`config.mk`:
```
export PLATFORM = sky130hd
export DESIGN_NAME = imh_ctrl
export DESIGN_NICKNAME = d
export VERILOG_FILES = /design/src/hw/rtl/imh_pkg.sv /design/src/hw/rtl/imh_ctrl.sv
export SDC_FILE = /design/constraint.sdc
export NUM_CORES = 1
export LEC_CHECK = 0
export ABC_AREA = 1
export ABC_CLOCK_PERIOD_IN_PS = 2900
export BUFFER_PORTS_ARGS = -buffer_cell sky130_fd_sc_hd__buf_4
export CORE_MARGIN = 5
export CORE_UTILIZATION = 37
export CTS_CLUSTER_SIZE = 24
export DETAILED_ROUTE_END_ITERATION = 16
export GPL_ROUTABILITY_DRIVEN = 0
export PLACE_DENSITY_LB_ADDON = 0.25
export REMOVE_ABC_BUFFERS = 1
export SYNTH_ARGS = -nofsm -noshare
export SYNTH_HDL_FRONTEND = slang
export SYNTH_SLANG_ARGS = --single-unit
export TNS_END_PERCENT = 1
```
`constraint.sdc`:
```
create_clock -name clk -period 2.9 [get_ports clk]
set_input_delay 0.87 -clock clk [delete_from_list [all_inputs] [get_ports clk]]
set_output_delay 0.87 -clock clk [all_outputs]
set_load 0.005 [all_outputs]
```
`src/hw/rtl/imh_pkg.sv`:
```
package imh_pkg;

	localparam int CAPACITY = 1024;
	localparam int HANDLES  = 1024;
	localparam int KEY_BITS = 32;

	localparam int POS_W = $clog2(CAPACITY);
	localparam int CNT_W = $clog2(CAPACITY + 1);
	localparam int HND_W = $clog2(HANDLES);
	localparam int NH_W  = $clog2(HANDLES + 1);
	localparam int CHD_W = POS_W + 2;

	typedef logic signed [KEY_BITS-1:0] key_t;
	typedef logic [POS_W-1:0] pos_t;
	typedef logic [CNT_W-1:0] cnt_t;
	typedef logic [HND_W-1:0] hnd_t;
	typedef logic [NH_W-1:0]  nh_t;

	typedef logic [2:0] func_t;
	localparam func_t F_INSERT  = 3'd0;
	localparam func_t F_PEEK    = 3'd1;
	localparam func_t F_DEL_MIN = 3'd2;
	localparam func_t F_DEL_HND = 3'd3;
	localparam func_t F_CHG_HND = 3'd4;

	typedef enum logic [1:0] {
		ST_OK    = 2'd0,
		ST_EMPTY = 2'd1,
		ST_FULL  = 2'd2,
		ST_DEAD  = 2'd3
	} stat_t;

	typedef enum logic [3:0] {
		OP_NONE,
		OP_ACCEPT,
		OP_INS,
		OP_DEL0,
		OP_DELH,
		OP_CHG,
		OP_DEL_LD,
		OP_DN_L,
		OP_DN_R,
		OP_DN_C,
		OP_PUT,
		OP_RD_P0,
		OP_UP_LD,
		OP_UP_RD,
		OP_UP_C,
		OP_FIN
	} dp_op_t;

	typedef struct packed {
		dp_op_t op;
		stat_t  status;
	} dp_cmd_t;

	typedef struct packed {
		func_t func;
		logic  empty;
		logic  full;
		logic  dead;
		logic  pos_bad;
		logic  del_tail;
		logic  l_ok;
		logic  dn_move;
		logic  up_ok;
		logic  up_move;
	} dp_stat_t;

endpackage

```
`src/hw/rtl/imh_ctrl.sv`:
```
module imh_ctrl (
	input  logic              clk,
	input  logic              arst_n,
	input  logic              start,
	output logic              busy,
	input  imh_pkg::dp_stat_t st,
	output imh_pkg::dp_cmd_t  cmd
);

	typedef enum logic [13:0] {
		S_IDLE   = 14'b00000000000001,
		S_DECODE = 14'b00000000000010,
		S_DEL_LD = 14'b00000000000100,
		S_DN_L   = 14'b00000000001000,
		S_DN_R   = 14'b00000000010000,
		S_DN_C   = 14'b00000000100000,
		S_DN_END = 14'b00000001000000,
		S_UP_P0  = 14'b00000010000000,
		S_UP_LD  = 14'b00000100000000,
		S_UP_RD  = 14'b00001000000000,
		S_UP_C   = 14'b00010000000000,
		S_UP_END = 14'b00100000000000,
		S_MIN_RD = 14'b01000000000000,
		S_FIN    = 14'b10000000000000
	} state_t;

	state_t state_q, state_nx;
	imh_pkg::stat_t stat_q, stat_nx;

	always_comb begin
		state_nx   = state_q;
		stat_nx    = stat_q;
		cmd.op     = imh_pkg::OP_NONE;
		cmd.status = stat_q;
		unique case (state_q)
			S_IDLE: begin
				if (start) begin
					cmd.op   = imh_pkg::OP_ACCEPT;
					stat_nx  = imh_pkg::ST_OK;
					state_nx = S_DECODE;
				end
			end
			S_DECODE: begin
				state_nx = S_MIN_RD;
				case (st.func)
					imh_pkg::F_INSERT: begin
						if (st.full) begin
							stat_nx = imh_pkg::ST_FULL;
						end else begin
							cmd.op   = imh_pkg::OP_INS;
							state_nx = S_UP_RD;
						end
					end
					imh_pkg::F_PEEK: begin
						if (st.empty)
							stat_nx = imh_pkg::ST_EMPTY;
					end
					imh_pkg::F_DEL_MIN: begin
						if (st.empty) begin
							stat_nx = imh_pkg::ST_EMPTY;
						end else begin
							cmd.op   = imh_pkg::OP_DEL0;
							state_nx = S_DEL_LD;
						end
					end
					imh_pkg::F_DEL_HND: begin
						if (st.dead || st.pos_bad) begin
							stat_nx = imh_pkg::ST_DEAD;
						end else begin
							cmd.op   = imh_pkg::OP_DELH;
							state_nx = S_DEL_LD;
						end
					end
					imh_pkg::F_CHG_HND: begin
						if (st.dead || st.pos_bad) begin
							stat_nx = imh_pkg::ST_DEAD;
						end else begin
							cmd.op   = imh_pkg::OP_CHG;
							state_nx = S_DN_L;
						end
					end
					default: ;
				endcase
			end
			S_DEL_LD: begin
				cmd.op   = imh_pkg::OP_DEL_LD;
				state_nx = st.del_tail ? S_MIN_RD : S_DN_L;
			end
			S_DN_L: begin
				cmd.op   = imh_pkg::OP_DN_L;
				state_nx = st.l_ok ? S_DN_R : S_DN_END;
			end
			S_DN_R: begin
				cmd.op   = imh_pkg::OP_DN_R;
				state_nx = S_DN_C;
			end
			S_DN_C: begin
				cmd.op   = imh_pkg::OP_DN_C;
				state_nx = st.dn_move ? S_DN_L : S_DN_END;
			end
			S_DN_END: begin
				cmd.op   = imh_pkg::OP_PUT;
				state_nx = S_UP_P0;
			end
			S_UP_P0: begin
				cmd.op   = imh_pkg::OP_RD_P0;
				state_nx = S_UP_LD;
			end
			S_UP_LD: begin
				cmd.op   = imh_pkg::OP_UP_LD;
				state_nx = S_UP_RD;
			end
			S_UP_RD: begin
				cmd.op   = imh_pkg::OP_UP_RD;
				state_nx = st.up_ok ? S_UP_C : S_UP_END;
			end
			S_UP_C: begin
				cmd.op   = imh_pkg::OP_UP_C;
				state_nx = st.up_move ? S_UP_RD : S_UP_END;
			end
			S_UP_END: begin
				cmd.op   = imh_pkg::OP_PUT;
				state_nx = S_MIN_RD;
			end
			S_MIN_RD: begin
				state_nx = S_FIN;
			end
			S_FIN: begin
				cmd.op   = imh_pkg::OP_FIN;
				state_nx = S_IDLE;
			end
			default: state_nx = S_IDLE;
		endcase
	end

	always_ff @(posedge clk or negedge arst_n) begin
		if (!arst_n) begin
			state_q <= S_IDLE;
			stat_q  <= imh_pkg::ST_OK;
		end else begin
			state_q <= state_nx;
			stat_q  <= stat_nx;
		end
	end

	assign busy = state_q != S_IDLE;

endmodule

```
Word level (Yosys, flattened, before mapping). Cells that the tools add are included.

Output and inout port bits: 7. Logic and storage cells: 58. Bits in registers: 16. Memories: 0. ROM bits: 0. Memory bits (writable): 0. Latch bits: 0.

Multipliers: 0. Bitwise gates (word level): 0. $add $sub $neg: 0. Div/mod/pow operators: 0. Reductions and logical operators: 7. Order comparisons: 0. Multiplexer cells: 25. Eq/ne operators: 24. Shifts and indexed selects: 0.

Operator list (number): $pmux 14 s13 (1); $mux 13 (5); $pmux 13 s4 (1); $pmux 4 s12 (1); $mux 12 (2); $eq 14x1->1 const B (1); $eq 14x10->1 const B (1); $eq 14x11->1 const B (1); $eq 14x12->1 const B (1); $eq 14x13->1 const B (1); $eq 14x14->1 const B (1); $eq 14x2->1 const B (1); $eq 14x3->1 const B (1); $eq 14x4->1 const B (1); $eq 14x5->1 const B (1); $eq 14x6->1 const B (1); $eq 14x7->1 const B (1); $eq 14x8->1 const B (1); $eq 14x9->1 const B (1); $mux 14 (1); $mux 7 (2); $ne 14x1->1 const B (1); $mux 2 (6); $pmux 3 s4 (1); 15 further kinds (21).

Logic depth before layout (Yosys ltp).
Depth after elaboration: 4. Gate-level depth with buffers: 11. Gate-level depth less buffers: 11.

Worst setup path after synthesis. No wires, ideal clock.

Kind: input port to output port. Start: input port st[10] (netlist name). End: output port cmd[2] (netlist name). Path buffers: 0. Cell stages on the path: 5. Slack: 0.606 ns. Data required time: 2.030 ns. Arrival time: 1.424 ns. Path through: nor2_2 -> nand2_1 -> nor2_1 -> o21ai_0 -> nand3_1.

RTL lines: from (decl) (line imh_ctrl.sv:6) `input imh_pkg::dp_stat_t st,`; to (decl) (line imh_ctrl.sv:7) `output imh_pkg::dp_cmd_t cmd`.

==> results by group <==
Routing
  • DRT Pass-1 Iters: 4
  • Drc violations: 0
  • DRT Wirelength: 2700 um
  • Routed Antenna Nets: 0
  • Iter 0 DRT Violations: 46
  • Via count: 1109
  • Routed len/inst: 11.0 um
  • Vias per inst: about 4.5

Floorplan
  • Die Wd: between 60 and 70 um
  • FP Rows: 21
  • Initial cell density of the core: 0.376
  • DIE AREA: 4630 um^2
  • Core ar.: 3310 um^2
  • Die Y: 68.0 um
  • Io pins: 22

Setup path
  • Crit Path Class: register to output pin
  • Worst path required time: 2030 ps
  • Crit Path Max Fanout: 6
  • Critical path endpoint category: output pin
  • Crit path arrival time: 1780 ps
  • Startpoint class of the critical path: register
  • R2R Setup Slk: ~1500 ps

Clock network
  • Clock sinks: 16
  • CTS tree: built
  • Hold_buf cts: 0
  • CTS root buf: clkbuf_4
  • H-tree levels: 1
  • Total CTS buffers: 3
  • Worst-Skew Late Latency: between 200 and 300 ps
  • Clk pin slew, worst setup/hold paths: 110 ps
  • Post CTS Setup Buffer Count: 0
  • Max clock buf depth: 2
  • PostCTS Resize Cnt: 0

Synth
  • Number of synthesized register bits: 16
  • Mux cell area share after synthesis: 0
  • Unique masters post-synth: 31
  • Post-Synth XOR/XNOR Area: 0
  • Adder-cell share of the synthesized area: 0
  • Leading area contributor after synthesis: dfrtp_1
  • Largest family of logic cells by synthesized area: simple AND/OR/NAND/NOR gates
  • Simple-gate portion of the synthesized area: 0.505
  • Compound-Gate Fraction of Synth Area: 0.0843
  • Synth top area share: 0.301
  • Mapped Cells: around 180
  • Sequential area share after synthesis: 0.322
  • Synth Area per Inst: 7.12 um^2
  • Synthesis Warnings: 0
  • Leading post-synthesis cells by cell area: dfrtp_1 30%, nand2_1 11%, nor2_1 9.0%, nand3_1 6.8%, inv_1 6.6%
  • Cell Area, Synth: 1250 um^2

Power
  • Leak: 0.828 nW
  • Sequential power share: 0.343
  • Clock power frac: 0.193
  • Net Sw Power: 320 uW
  • P_int: 471 uW
  • Sw frac: 0.405
  • Pwr per Cell Area: 534 nW/um^2
  • VDD IR-drop max: 0.000173 V
  • Comb power frac: 0.464

Finish
  • Share of layout cells above drive strength 1: 0.281
  • Antenna fix cells: 0
  • Nets: 215
  • Final Core Density: 0.448
  • Area grow syn2layout: 19.0%

Timing
  • Relative slew slack: 0.843
  • Tmin final: 2650 ps
  • Final-report setup violation count: 0
  • Final hold viol count: 0
  • RSZ-0062 raised after global routing: no
  • Tcrit/Tclk final: 0.912
  • Fin Setup TNS: 0 ps
  • Final Skew: approximately 8.9 ps
  • Maximum operating frequency: approximately 380 MHz
  • Final max-slew violation count: 0
  • Worst slew pin tran: 234 ps

Placed design
  • Buffers on Ports: 21
  • HPWL after DPL: roughly 2200 um

Min path
  • HP Class: input port to async pin

Global routing
  • Largest net degree at the start of global routing: 17
  • Total Routing Usage GR: 0.133
  • Vias in the first global route: 1102
  • First-pass GRT wire length: 4730 um
  • Total grt overflow: 0
  • Initial antenna violation count: 0

Outcome
  • Status: completed

Run
  • Max-cap violations: 0
-- final timing paths --
| path | start | cells after the start | to |
|---|---|---|---|
| min in group clk | stat_q[1] | 2 | stat_q[1] |
| worst min-delay path | arst_n | 1 | state_q[4] |
| max in group asynchronous | arst_n | 1 | state_q[0] |
| worst max-delay path | state_q[0] | 10 | cmd[5] |
| worst max register to register | state_q[12] | 10 | state_q[0] |
| worst min register to register | stat_q[1] | 2 | stat_q[1] |
-- flip-flops by register name (all words and copies together) (netlist names) --
register  count
stat_q        2
state_q      14
-- worst max-delay path, cell delays in order (launching register included) --
cell and delay, ps:
dfstp_2 550, nor2_2 50, nand2_2 170, nor2_1 90, nand2_2 100, nand2_1 60
inv_1 40, nand2_1 50, nor2_1 140, nand2_1 90, buf_4 140
-- layout by cell type, fill, tap and decap left out, drive strengths merged --
master	n
o211ai	2
o221ai	1
dfrtp	15
nand4	3
and3	1
o21a	1
a21oi	3
o22ai	2
nor4	1
nor3	2
nand3b	2
clkinv	1
nand2	46
nand3	20
and2	1
buf	21
clkbuf	4
o21ai	7
inv	24
dfstp	1
nor2	41
-- metrics by stage --
stage	setup WS, ps	cell area [um^2]	instances	hold slack, ps	power [mW]
after floorplan	606	1230	174	464	0.537
after global placement	301	1450	241	462	0.647
after detailed placement	275	1450	241	468	0.649
after CTS	253	1480	245	420	0.804
after global routing	73.4	1480	245	423	0.859
final	254	1480	245	418	0.791
-- Yosys cell counts, drive strengths merged --
cell type and number:
nor2 41, dfstp 1, and3 1, nand2 46
and2 1, inv 24, o211ai 2, nand3 20
o221ai 1, dfrtp 15, clkinv 1, o22ai 2
nor3 2, a21oi 3, o21ai 7, o21a 1
nand4 3, nor4 1, buf 1, nand3b 2
-- routing by layer --
layer	up-vias	GRT usage	part of all wire
met4	0	0.0521	0.0044
met5	-	0	0
met2	24	0.214	0.48
met3	2	0.0345	0.058
met1	479	0.170	0.46
li1	604	-	-
-- area by class of cell --
cell class | count | area [um^2]
Fill cell | 362 | 1830
Clock buffer | 4 | 36.3
Timing Repair Buffer | 21 | 158
Inverter | 25 | 95.1
Sequential cell | 16 | 402
Tap cell | 46 | 57.6
Multi-Input combinational cell | 133 | 734
-- logic make-up (layout without fill, tap and decap cells) --
| kind of cell | Yosys count | after routing |
|---|---|---|
| and+or+nand+nor | 117 | 117 |
| AOI/OAI and AO/OA | 16 | 16 |
| buffers and inverters | 26 | 50 |
| DFF | 16 | 16 |
-- power groups by stage --
| stage | logic [mW] | registers [mW] | clock network, mW |
|---|---|---|---|
| detailed placement | 0.373 | 0.276 | 0 |
| global route | 0.415 | 0.275 | 0.169 |
| floorplan | 0.263 | 0.274 | 0 |
| CTS | 0.374 | 0.271 | 0.159 |
| finish | 0.367 | 0.271 | 0.153 |
| global placement | 0.372 | 0.275 | 0 |
Power figures use the tool's default switching activity.
